--- src/hdl/rrq_pkg.sv ---
// ----------------------------------------------------------------------------
// rrq_pkg
// Types and codes shared by the relocalization request qualifier.
// ----------------------------------------------------------------------------
package rrq_pkg;

  // Configuration port
  localparam int unsigned CFG_IDX_W  = 3;
  localparam int unsigned CFG_DATA_W = 32;

  localparam logic [CFG_IDX_W-1:0] CFG_ENTER_THRESHOLD = 3'd0;
  localparam logic [CFG_IDX_W-1:0] CFG_EXIT_THRESHOLD  = 3'd1;
  localparam logic [CFG_IDX_W-1:0] CFG_ENTER_HOLD      = 3'd2;
  localparam logic [CFG_IDX_W-1:0] CFG_EXIT_HOLD       = 3'd3;
  localparam logic [CFG_IDX_W-1:0] CFG_REJECT_LIMIT    = 3'd4;

  // Reset values of the configuration registers
  localparam logic signed [31:0] ENTER_THRESHOLD_RST = 32'sd65536;
  localparam logic signed [31:0] EXIT_THRESHOLD_RST  = 32'sd32768;
  localparam logic [15:0]        ENTER_HOLD_RST      = 16'd3;
  localparam logic [15:0]        EXIT_HOLD_RST       = 16'd5;
  localparam logic [15:0]        REJECT_LIMIT_RST    = 16'd10;

  // Reported count width and its ceiling
  localparam int unsigned REPORT_W = 16;
  localparam logic [REPORT_W-1:0] REPORT_MAX = 16'hFFFF;

  typedef enum logic [3:0] {
    RC_UNINIT          = 4'd0,
    RC_MISSING         = 4'd1,
    RC_MISSING_PENDING = 4'd2,
    RC_INVALID         = 4'd3,
    RC_REJECTS         = 4'd4,
    RC_OK              = 4'd5,
    RC_RECOVERING      = 4'd6,
    RC_HIGH            = 4'd7,
    RC_HIGH_PENDING    = 4'd8
  } rrq_reason_t;

  typedef struct packed {
    logic signed [31:0] enter_threshold;
    logic signed [31:0] exit_threshold;
    logic [15:0]        enter_hold;
    logic [15:0]        exit_hold;
    logic [15:0]        reject_limit;
  } rrq_cfg_t;

  typedef struct packed {
    logic               initialized;
    logic               sources_ready;
    logic               residual_finite;
    logic signed [31:0] residual;
    logic [15:0]        reject_streak;
  } rrq_item_t;

  typedef struct packed {
    logic                request;
    rrq_reason_t         reason_code;
    logic [REPORT_W-1:0] enter_count;
    logic [REPORT_W-1:0] exit_count;
    logic [REPORT_W-1:0] degraded_count;
  } rrq_result_t;

endpackage

--- src/hdl/relocalization_request_qualifier_unit.sv ---
// ----------------------------------------------------------------------------
// relocalization_request_qualifier_unit
// Hysteresis detector with hold counts that qualifies relocalization requests.
//
//   channel  handshake           payload
//   -------  ------------------  -------------------------------------------
//   in       in_valid/in_stall   initialized, sources_ready, residual_finite,
//                                residual, reject_streak
//   out      out_valid/out_stall request, reason_code, enter_count,
//                                exit_count, degraded_count
//   cfg      cfg_we              cfg_index, cfg_data (write only)
//
// One word per clock sustained while the output is not stalled; each word
// passes the input register, then the result register.
// Reset (rst, synchronous) loads the register defaults, raises the request
// flag and clears the counters and both stage valids.
// A stall on the output holds the result word; the input stage keeps taking
// words until both stages are full, then in_stall rises.
// ----------------------------------------------------------------------------
module relocalization_request_qualifier_unit #(
  parameter int unsigned COUNT_WIDTH = 16
) (
  input  logic                            clk,
  input  logic                            rst,
  // configuration
  input  logic                            cfg_we,
  input  logic [rrq_pkg::CFG_IDX_W-1:0]   cfg_index,
  input  logic [rrq_pkg::CFG_DATA_W-1:0]  cfg_data,
  // sample channel
  input  logic                            in_valid,
  output logic                            in_stall,
  input  logic                            initialized,
  input  logic                            sources_ready,
  input  logic                            residual_finite,
  input  logic signed [31:0]              residual,
  input  logic [15:0]                     reject_streak,
  // result channel
  output logic                            out_valid,
  input  logic                            out_stall,
  output logic                            request,
  output logic [3:0]                      reason_code,
  output logic [15:0]                     enter_count,
  output logic [15:0]                     exit_count,
  output logic [15:0]                     degraded_count
);

  rrq_pkg::rrq_cfg_t    cfg;
  rrq_pkg::rrq_item_t   item;
  rrq_pkg::rrq_result_t result;
  rrq_pkg::rrq_result_t result_reg;
  logic                 item_valid;
  logic                 advance;
  logic                 in_take;

  rrq_cfg_regs u_cfg (
    .clk       (clk),
    .rst       (rst),
    .cfg_we    (cfg_we),
    .cfg_index (cfg_index),
    .cfg_data  (cfg_data),
    .cfg       (cfg)
  );

  // Hand the held sample on when the result register is free or being taken
  assign advance  = item_valid && (!out_valid || !out_stall);
  assign in_stall = item_valid && !advance;
  assign in_take  = in_valid && !in_stall;

  // Input register
  always_ff @(posedge clk) begin
    if (rst) begin
      item_valid <= 1'b0;
    end else if (in_take) begin
      item_valid <= 1'b1;
    end else if (advance) begin
      item_valid <= 1'b0;
    end
  end

  always_ff @(posedge clk) begin
    if (in_take) begin
      item.initialized     <= initialized;
      item.sources_ready   <= sources_ready;
      item.residual_finite <= residual_finite;
      item.residual        <= residual;
      item.reject_streak   <= reject_streak;
    end
  end

  rrq_core #(
    .COUNT_WIDTH (COUNT_WIDTH)
  ) u_core (
    .clk    (clk),
    .rst    (rst),
    .step   (advance),
    .cfg    (cfg),
    .item   (item),
    .result (result)
  );

  // Result register: load on advance, drop once taken
  always_ff @(posedge clk) begin
    if (rst) begin
      out_valid <= 1'b0;
    end else if (advance) begin
      out_valid <= 1'b1;
    end else if (!out_stall) begin
      out_valid <= 1'b0;
    end
  end

  always_ff @(posedge clk) begin
    if (advance) begin
      result_reg <= result;
    end
  end

  assign request        = result_reg.request;
  assign reason_code    = result_reg.reason_code;
  assign enter_count    = result_reg.enter_count;
  assign exit_count     = result_reg.exit_count;
  assign degraded_count = result_reg.degraded_count;

endmodule

--- src/hdl/rrq_cfg_regs.sv ---
// ----------------------------------------------------------------------------
// rrq_cfg_regs
// Configuration register file: thresholds, hold counts and reject limit.
// ----------------------------------------------------------------------------
module rrq_cfg_regs (
  input  logic                            clk,
  input  logic                            rst,
  input  logic                            cfg_we,
  input  logic [rrq_pkg::CFG_IDX_W-1:0]   cfg_index,
  input  logic [rrq_pkg::CFG_DATA_W-1:0]  cfg_data,
  output rrq_pkg::rrq_cfg_t               cfg
);

  // Load the addressed register; unknown indices are dropped
  always_ff @(posedge clk) begin
    if (rst) begin
      cfg.enter_threshold <= rrq_pkg::ENTER_THRESHOLD_RST;
      cfg.exit_threshold  <= rrq_pkg::EXIT_THRESHOLD_RST;
      cfg.enter_hold      <= rrq_pkg::ENTER_HOLD_RST;
      cfg.exit_hold       <= rrq_pkg::EXIT_HOLD_RST;
      cfg.reject_limit    <= rrq_pkg::REJECT_LIMIT_RST;
    end else if (cfg_we) begin
      unique case (cfg_index)
        rrq_pkg::CFG_ENTER_THRESHOLD: cfg.enter_threshold <= $signed(cfg_data[31:0]);
        rrq_pkg::CFG_EXIT_THRESHOLD:  cfg.exit_threshold  <= $signed(cfg_data[31:0]);
        rrq_pkg::CFG_ENTER_HOLD:      cfg.enter_hold      <= cfg_data[15:0];
        rrq_pkg::CFG_EXIT_HOLD:       cfg.exit_hold       <= cfg_data[15:0];
        rrq_pkg::CFG_REJECT_LIMIT:    cfg.reject_limit    <= cfg_data[15:0];
        default: ;
      endcase
    end
  end

endmodule

--- src/hdl/rrq_core.sv ---
// ----------------------------------------------------------------------------
// rrq_core
// Qualifier state (request flag, enter/exit/degraded counters) and the
// combinational update that turns one sample into one result word.
// ----------------------------------------------------------------------------
module rrq_core #(
  parameter int unsigned COUNT_WIDTH = 16
) (
  input  logic                 clk,
  input  logic                 rst,
  input  logic                 step,
  input  rrq_pkg::rrq_cfg_t    cfg,
  input  rrq_pkg::rrq_item_t   item,
  output rrq_pkg::rrq_result_t result
);

  // Compare width covers both the counters and the 16-bit holds
  localparam int unsigned CMP_W =
    (COUNT_WIDTH > rrq_pkg::REPORT_W) ? COUNT_WIDTH : rrq_pkg::REPORT_W;
  localparam logic [COUNT_WIDTH-1:0] CNT_MAX = {COUNT_WIDTH{1'b1}};

  logic                   request_flag;
  logic [COUNT_WIDTH-1:0] enter_run;
  logic [COUNT_WIDTH-1:0] exit_run;
  logic [COUNT_WIDTH-1:0] degraded_run;

  logic                   request_flag_next;
  logic [COUNT_WIDTH-1:0] enter_run_next;
  logic [COUNT_WIDTH-1:0] exit_run_next;
  logic [COUNT_WIDTH-1:0] degraded_run_next;

  logic [COUNT_WIDTH-1:0] rep_enter;
  logic [COUNT_WIDTH-1:0] rep_exit;
  logic [COUNT_WIDTH-1:0] rep_degraded;
  rrq_pkg::rrq_reason_t   reason;

  logic [COUNT_WIDTH-1:0] enter_inc;
  logic [COUNT_WIDTH-1:0] exit_inc;
  logic [COUNT_WIDTH-1:0] degraded_inc;
  logic [COUNT_WIDTH-1:0] enter_hold_sat;
  logic [CMP_W-1:0]       enter_hold_ext;
  logic [CMP_W-1:0]       exit_hold_ext;

  function automatic logic [COUNT_WIDTH-1:0] sat_inc(input logic [COUNT_WIDTH-1:0] v);
    return (v == CNT_MAX) ? CNT_MAX : v + 1'b1;
  endfunction

  function automatic logic [CMP_W-1:0] widen(input logic [COUNT_WIDTH-1:0] v);
    return CMP_W'(v);
  endfunction

  function automatic logic [rrq_pkg::REPORT_W-1:0] clip(input logic [COUNT_WIDTH-1:0] v);
    logic [CMP_W-1:0] w;
    w = CMP_W'(v);
    return (w > CMP_W'(rrq_pkg::REPORT_MAX)) ? rrq_pkg::REPORT_MAX
                                             : w[rrq_pkg::REPORT_W-1:0];
  endfunction

  // Shared increments and hold loads
  assign enter_inc      = sat_inc(enter_run);
  assign exit_inc       = sat_inc(exit_run);
  assign degraded_inc   = sat_inc(degraded_run);
  assign enter_hold_ext = CMP_W'(cfg.enter_hold);
  assign exit_hold_ext  = CMP_W'(cfg.exit_hold);
  assign enter_hold_sat = (enter_hold_ext > widen(CNT_MAX)) ? CNT_MAX
                                                            : enter_hold_ext[COUNT_WIDTH-1:0];

  // Work out the next state and the reported fields for this sample
  always_comb begin
    request_flag_next = request_flag;
    enter_run_next    = enter_run;
    exit_run_next     = exit_run;
    degraded_run_next = degraded_run;
    rep_enter         = '0;
    rep_exit          = '0;
    rep_degraded      = '0;
    reason            = rrq_pkg::RC_OK;

    if (!item.initialized) begin
      request_flag_next = 1'b1;
      enter_run_next    = '0;
      exit_run_next     = '0;
      degraded_run_next = '0;
      reason            = rrq_pkg::RC_UNINIT;
    end else if (!item.sources_ready) begin
      degraded_run_next = degraded_inc;
      enter_run_next    = '0;
      exit_run_next     = '0;
      rep_degraded      = degraded_inc;
      if (widen(degraded_inc) >= enter_hold_ext) begin
        request_flag_next = 1'b1;
        reason            = rrq_pkg::RC_MISSING;
      end else begin
        reason = rrq_pkg::RC_MISSING_PENDING;
      end
    end else begin
      degraded_run_next = '0;
      if (!item.residual_finite) begin
        request_flag_next = 1'b1;
        enter_run_next    = '0;
        exit_run_next     = '0;
        reason            = rrq_pkg::RC_INVALID;
      end else if (item.reject_streak >= cfg.reject_limit) begin
        request_flag_next = 1'b1;
        enter_run_next    = enter_hold_sat;
        exit_run_next     = '0;
        rep_enter         = enter_hold_sat;
        reason            = rrq_pkg::RC_REJECTS;
      end else begin
        // Hysteresis: count towards clearing while on, towards raising while off
        if (request_flag) begin
          if (item.residual < cfg.exit_threshold) begin
            if (widen(exit_inc) >= exit_hold_ext) begin
              request_flag_next = 1'b0;
              enter_run_next    = '0;
              exit_run_next     = '0;
              reason            = rrq_pkg::RC_OK;
            end else begin
              exit_run_next = exit_inc;
              reason        = rrq_pkg::RC_RECOVERING;
            end
          end else begin
            exit_run_next = '0;
            reason        = rrq_pkg::RC_HIGH;
          end
        end else begin
          if (cfg.enter_threshold < item.residual) begin
            if (widen(enter_inc) >= enter_hold_ext) begin
              request_flag_next = 1'b1;
              enter_run_next    = enter_hold_sat;
              exit_run_next     = '0;
              reason            = rrq_pkg::RC_HIGH;
            end else begin
              enter_run_next = enter_inc;
              reason         = rrq_pkg::RC_HIGH_PENDING;
            end
          end else begin
            enter_run_next = '0;
            reason         = rrq_pkg::RC_OK;
          end
        end
        rep_enter = enter_run_next;
        rep_exit  = exit_run_next;
      end
    end
  end

  // Advance the state once per sample handed on
  always_ff @(posedge clk) begin
    if (rst) begin
      request_flag <= 1'b1;
      enter_run    <= '0;
      exit_run     <= '0;
      degraded_run <= '0;
    end else if (step) begin
      request_flag <= request_flag_next;
      enter_run    <= enter_run_next;
      exit_run     <= exit_run_next;
      degraded_run <= degraded_run_next;
    end
  end

  // Clip counts to the reported width
  always_comb begin
    result.request        = request_flag_next;
    result.reason_code    = reason;
    result.enter_count    = clip(rep_enter);
    result.exit_count     = clip(rep_exit);
    result.degraded_count = clip(rep_degraded);
  end

endmodule

--- config.mk ---
export PLATFORM = sky130hd
export DESIGN_NAME = relocalization_request_qualifier_unit
export DESIGN_NICKNAME = d
export VERILOG_FILES = /design/src/hdl/rrq_pkg.sv /design/src/hdl/relocalization_request_qualifier_unit.sv /design/src/hdl/rrq_cfg_regs.sv /design/src/hdl/rrq_core.sv
export SDC_FILE = /design/constraint.sdc
export NUM_CORES = 1
export LEC_CHECK = 0
export BUFFER_PORTS_ARGS = -buffer_cell sky130_fd_sc_hd__buf_2
export CAP_MARGIN = 20
export CORE_MARGIN = 8
export CORE_UTILIZATION = 33
export DETAILED_ROUTE_END_ITERATION = 10
export SYNTH_ARGS = -nofsm -noshare
export SYNTH_HDL_FRONTEND = slang
export SYNTH_SLANG_ARGS = --single-unit
--- constraint.sdc ---
create_clock -name clk -period 10.9 [get_ports clk]
set_input_delay 0.545 -clock clk [delete_from_list [all_inputs] [get_ports clk]]
set_output_delay 0.545 -clock clk [all_outputs]
set_load 0.01 [all_outputs]
---- Word level (Yosys, flattened, before mapping) ----
Index checks and enable logic that the tools add are counted.
word-level totals
  output and inout bits ................... 55
  word-level logic and storage cells ...... 104
  flip-flop bits (word level) ............. 267
  memories kept ........................... 0
  bits in writable memories ............... 0
  latch bits .............................. 0
  bits in read-only memories .............. 0
cells by class
  multiplexer cells ....................... 47
  bitwise logic cells ..................... 0
  $mul .................................... 0
  magnitude comparators ................... 10
  add/sub/neg operators ................... 3
  shift operators ......................... 0
  div/mod/pow operators ................... 0
  eq/ne operators ......................... 8
  reduce and logical (&&, ||, !) cells .... 15
operator list
  kind                   number
  $mux 16                24
  $ge 16x16->1           4
  $gt 16x16->1 const B   4
  $lt 32x32->1           2
  $add 16x1->16 const B  3
  $eq 16x16->1 const B   3
  $mux 4                 6
  $mux 1                 14
  $reduce_and 2->1       5
  $eq 3x2->1 const B     2
  $mux 2                 3
  $logic_not 1->1        4
  $eq 3x1->1 const B     1
  $eq 3x3->1 const B     1
  $logic_and 1x1->1      3
  $logic_not 3->1        1
  $ne 2x1->1 const B     1
  $reduce_bool 2->1      1
  $logic_or 1x1->1       1

---- Logic depth before layout (Yosys ltp) ----
  depth in word-level cells ............... 11
  mapped depth ............................ 19
  gate-level depth less buffers ........... 16

---- Hierarchy ----
From an unflattened synthesis, not the netlist that was laid out.
unflattened totals
  cell total of the unflattened synthesis .. 1,419
  area, all modules ....................... 14,407.6 µm²
modules (own cells, without submodules)
  module                                 instances  area an instance (µm²)  cells an instance
  rrq_core                               1          6,701.4                 896
  rrq_cfg_regs                           1          4,496.8                 409
  relocalization_request_qualifier_unit  1          3,209.3                 114

---- Worst setup path before layout ----
No wires, ideal clock.
  kind .................................... reg-to-reg
  from .................................... register u_core.enter_run[0]
  to ...................................... register result_reg (netlist bit enter_count[0]), data pin
  required time ........................... 10,754 ps
  library setup time ...................... 146 ps
  buffers on the path ..................... 3
  slack ................................... 7,123 ps
  clock period less this slack ............ 3,777 ps
  stages on the path, launching flop included .. 17
  arrival ................................. 3,630 ps
  cell sequence ........................... dfxtp_1 ha_1 and3_1 and3_1 and3_1 nand3_1 clkbuf_1 o21ai_0 ha_1 a21o_1 a211oi_1 o21ai_0 a21oi_1 clkbuf_1 clkbuf_1 o221ai_1 a21oi_1
between the ends
  longest elaborated chain between the ends .. 11
  elaborated cells between the ends (all ways) .. 14
  classes of those cells .................. 1 x add/sub; 2 x order compare; 1 x eq/ne; 10 x mux
ends and longest elaborated chain
  what                                           line                                          source
  start: declaration                             rrq_core.sv:23                                logic [COUNT_WIDTH-1:0] enter_run;
  start signal: assignment                       rrq_core.sv:157                               enter_run <= enter_run_next;
  $add 16x1->16 or $eq 16x16->1 (tied branches)  rrq_core.sv:45                                return (v == CNT_MAX) ? CNT_MAX : v + 1'b1;
  $mux 16                                        rrq_core.sv:45
  $ge 16x16->1                                   rrq_core.sv:128                               if (widen(enter_inc) >= enter_hold_ext) begin
  $mux 16                                        rrq_core.sv:128
  $mux 16                                        rrq_core.sv:127                               if (cfg.enter_threshold < item.residual) begin
  $mux 16 (*)                                    rrq_core.sv:111                               if (request_flag) begin
  $mux 16 (*) (4 in series)                      --
  named net u_core.enter_run_next[0]             rrq_core.sv:28                                logic [COUNT_WIDTH-1:0] enter_run_next;
  $gt 16x16->1                                   rrq_core.sv:55                                return (w > CMP_W'(rrq_pkg::REPORT_MAX)) ? rrq_pkg::REPORT_MAX
  end signal: assignment                         relocalization_request_qualifier_unit.sv:114  result_reg <= result;
  end: declaration                               relocalization_request_qualifier_unit.sv:50   rrq_pkg::rrq_result_t result_reg;
Mark *: on every way through the listed nets, which the timed path passes. The rest lies on a longest branch.
A chain may end at the register's enable or synchronous reset.

---- Final worst setup path ----
  from .................................... register u_core.exit_run[0]
  to ...................................... register u_core.exit_run[12]
between the ends
  longest elaborated chain between the ends .. 10
  elaborated cells between the ends (all ways) .. 11
  classes of those cells .................. 1 x add/sub; 1 x order compare; 1 x eq/ne; 8 x mux
ends and longest elaborated chain
  what                                           line             source
  start: declaration                             rrq_core.sv:24   logic [COUNT_WIDTH-1:0] exit_run;
  start signal: assignment                       rrq_core.sv:158  exit_run <= exit_run_next;
  $add 16x1->16 or $eq 16x16->1 (tied branches)  rrq_core.sv:45
  $mux 16 (*)                                    rrq_core.sv:45
  $ge 16x16->1                                   rrq_core.sv:113  if (widen(exit_inc) >= exit_hold_ext) begin
  $mux 16 (*)                                    rrq_core.sv:113
  $mux 16 (*)                                    rrq_core.sv:112  if (item.residual < cfg.exit_threshold) begin
  $mux 16 (*)                                    rrq_core.sv:111
  $mux 16 (*)                                    rrq_core.sv:103  end else if (item.reject_streak >= cfg.reject_limit) begin
  $mux 16 (*)                                    rrq_core.sv:98   if (!item.residual_finite) begin
  $mux 16 (*)                                    rrq_core.sv:85   end else if (!item.sources_ready) begin
  $mux 16 (*)                                    rrq_core.sv:79   if (!item.initialized) begin
Every way passes the cells marked *; elsewhere a longest branch is shown, timed or not.

==> results.toml <==
[status]
status = "finished, final reports clean"

[clocking]
postCtsResizedCells = 0
cts_tree = "built"
cts_max_path_buffers = 3
ctsHoldBuffers = 0
clkTransAtPathRegs_ns = 0.06
htree_levels = 1
cts_post_setup_buffers_inserted = 0
clkLatencyLatePin_ns = 0.58
cts_buffers = 31
cts-root-buf = "clkbuf_16"
cts.sinks = 267

[detailed_routing]
vias = 11400
drtIter0Drc = 810
firstDrtPassIters = 5
ant_nets = 0
drc = 0
routed_wl_um = 38500
wl_per_cell_um = 17.3
avgViaCountPerCell = 5.10

[critical_path]
critical_path_arrival_ns = 5.17
cp_slowest_cell = "and3b_1"
worstPathCellList = "ha_1, and3_1, nand4_1, or2_1, nand2_1, inv_1, ha_1, nand2b_1, a211oi_1, o21ai_1, a221o_1, a21oi_1, a21boi_4, and3b_1, a22o_1"
crit_path_end_kind = "flop"
max_stage_delay_ns = 0.66
critPathLaunchType = "flop"
cpMostUsedCell = "ha_1"
worstPathMaxFanout = 18
path_class = "flop to flop"
cp.required_ns = 11.41

[yosys]
syn_area_um2 = 13800
yosysSeqAreaShare_pct = 46.2
ys_warn_count = 0
postSynthNetCount = 1765
ys.flop_type = "dfxtp_1"
netlist_instances = 1545
synth_edf_count = 104
avgSynthCellArea_um2 = 8.95
synth-seq-cells = 267
synth-async-reset-ratio_pct = 0
ys_types = 73

[floorplanning]
die_w_um = 221
die_h_um = 221
io_pins = 146
initial_core_util_pct = 33.2
row_count = 75
core-area_um2 = 41700
die_area_um2 = 48700

[global_route]
antenna_found_initial = 7
grt-ovfl-total = 0
use_met2_pct = 25.4
grt_pass1_wl_um = 60500
globalRouteMet3Util_pct = 3.73
grt_pass1_vias = 11100
gr-usage-met1_pct = 21.0
grt_start_max_net_pins = 78
grt-busiest-layer = "met2"
grtUsageTotal_pct = 15.6

[layout]
area_delta_synth_final_pct = 15.5
fin_cells = 2227
nFillCells = 4225
final_util_pct = 38.3
layout_commonest_cell = "nand2_1"
fin_nets = 1883
final_cell_mix = "nand2_1 (331), a21oi_1 (195), dfxtp_1 (163), buf_2 (144), ha_1 (129)"
drive_gt1_share_pct = 12.6

[timing]
fin_ws_ns = 6.24
drv_slew = 0
maxSlewHeadroom_pct = 32.0
fmax_mhz = 215
rsz0062_at_grt = "no"
final-hold-violation-count = 0
worstMarginPinSlew_ns = 1.02
setup_violations = 0
fin_crit_ns = 4.66
skew_ns = 0.0177
period_share_pct = 42.7
setup_tns_ns = 0

[placement]
place_congestion = 0.867
post-place-ws_ns = 6.30
place_hpwl_um = 28000
placed_cells = 2168
portBuffers = 145

[pwr]
power_density_nw_per_um2 = 140
power_leakage_nw = 6.32
irDropWorstVdd_mv = 0.106

[run]
drv_cap = 0

[hold_path]
min_path_type = "primary input to flop"
flip-flops by register name (all words and copies together) (netlist names):
signal,count
degraded_count,16
exit_count,16
u_core.degraded_run,16
item_valid,1
enter_count,16
reason_code,4
u_core.exit_run,16
u_core.enter_run,16
request,1
u_core.request_flag,1
item,51
u_cfg.cfg,112
out_valid,1
final timing paths:
kind | end | cells past startpoint | from | slack (ns)
min | item[39] | 1 | residual[23] | 0.14
max | u_core.exit_run[12] | 15 | u_core.exit_run[0] | 6.24
max reg2reg | u_core.exit_run[12] | 15 | u_core.exit_run[0] | 6.24
min reg2reg | u_cfg.cfg[80] | 2 | u_cfg.cfg[80] | 0.45
critical path, delay by kind of cell (launching register included):
family,cells,cell delay [ns]
buffers and inverters,1,0.05
DFF,1,0.40
AOI/OAI and AO/OA,6,1.75
and+or+nand+nor,6,1.90
adders and majority gates,2,0.48
layer usage:
| metal | up-vias | part of all wire [%] |
|---|---|---|
| met5 | - | 0.18 |
| met4 | 10 | 1.6 |
| met3 | 49 | 6.5 |
| met2 | 297 | 46 |
| met1 | 5338 | 46 |
| li1 | 5668 | - |
stage by stage:
step / cell area (µm²) / total power [mW] / hold slack (ns)
2_1_floorplan: 13800 / 1.22 / 0.431
3_3_place_gp: 15000 / 1.30 / 0.442
3_5_place_dp: 15000 / 1.30 / 0.449
4_1_cts: 15900 / 2.26 / 0.101
5_1_grt: 16000 / 2.33 / 0.104
6_report: 16000 / 2.23 / 0.136
layout make-up:
type | count | area [µm²] | area share (%)
inverters | 129 | 484 | 3.03
diodes | 2 | 5.00 | 0.0314
multi-input cells | 1077 | 6670 | 41.8
flip-flops and latches | 267 | 6390 | 40.0
clock buffers | 45 | 838 | 5.25
repair buffers | 157 | 826 | 5.17
well taps | 539 | 674 | 4.23
clock inverters | 11 | 71.3 | 0.447
synthesized netlist by cell type, drive strengths merged, types with 6 or more instances:
master	instances	area [µm²]
nor2	46	173
ha	129	1610
edfxtp	104	3120
nor3	6	30.0
and3	25	156
a211oi	6	45.0
a22oi	18	135
nand4	20	125
inv	128	480
nor2b	7	43.8
nand2b	23	144
a21o	21	158
a21oi	196	985
and2	6	37.5
buf	7	48.8
clkbuf	65	244
o21a	9	67.6
o221ai	14	123
xnor2	12	105
o21ai	61	305
nand3	31	155
nand2	331	1240
xor2	11	96.3
dfxtp	163	3260
o2bb2ai	10	87.6
o211ai	8	65.1
a22o	16	140
mux2i	7	70.1
kinds of logic (layout without fill, tap and decap cells):
logic type | after synthesis | count (layout) | synth area share [%]
AOI/OAI and AO/OA | 400 | 400 | 17.9
xor gates and xnor gates | 23 | 23 | 1.46
adders and majority gates | 129 | 129 | 11.7
buffers and inverters | 201 | 342 | 5.62
DFF | 267 | 267 | 46.2
muxes | 9 | 9 | 0.670
other | 0 | 2 | 0
and+or+nand+nor | 516 | 516 | 16.4
where the power goes:
| group | leakage, nW | switching (mW) | internal [mW] |
|---|---|---|---|
| Clock | 0.446 | 0.414 | 0.533 |
| Sequential | 2.29 | 0.0178 | 1.07 |
| Combinational | 3.58 | 0.128 | 0.0677 |
| Total | 6.32 | 0.559 | 1.67 |
Note: power is estimated with default switching activity, not from simulation.
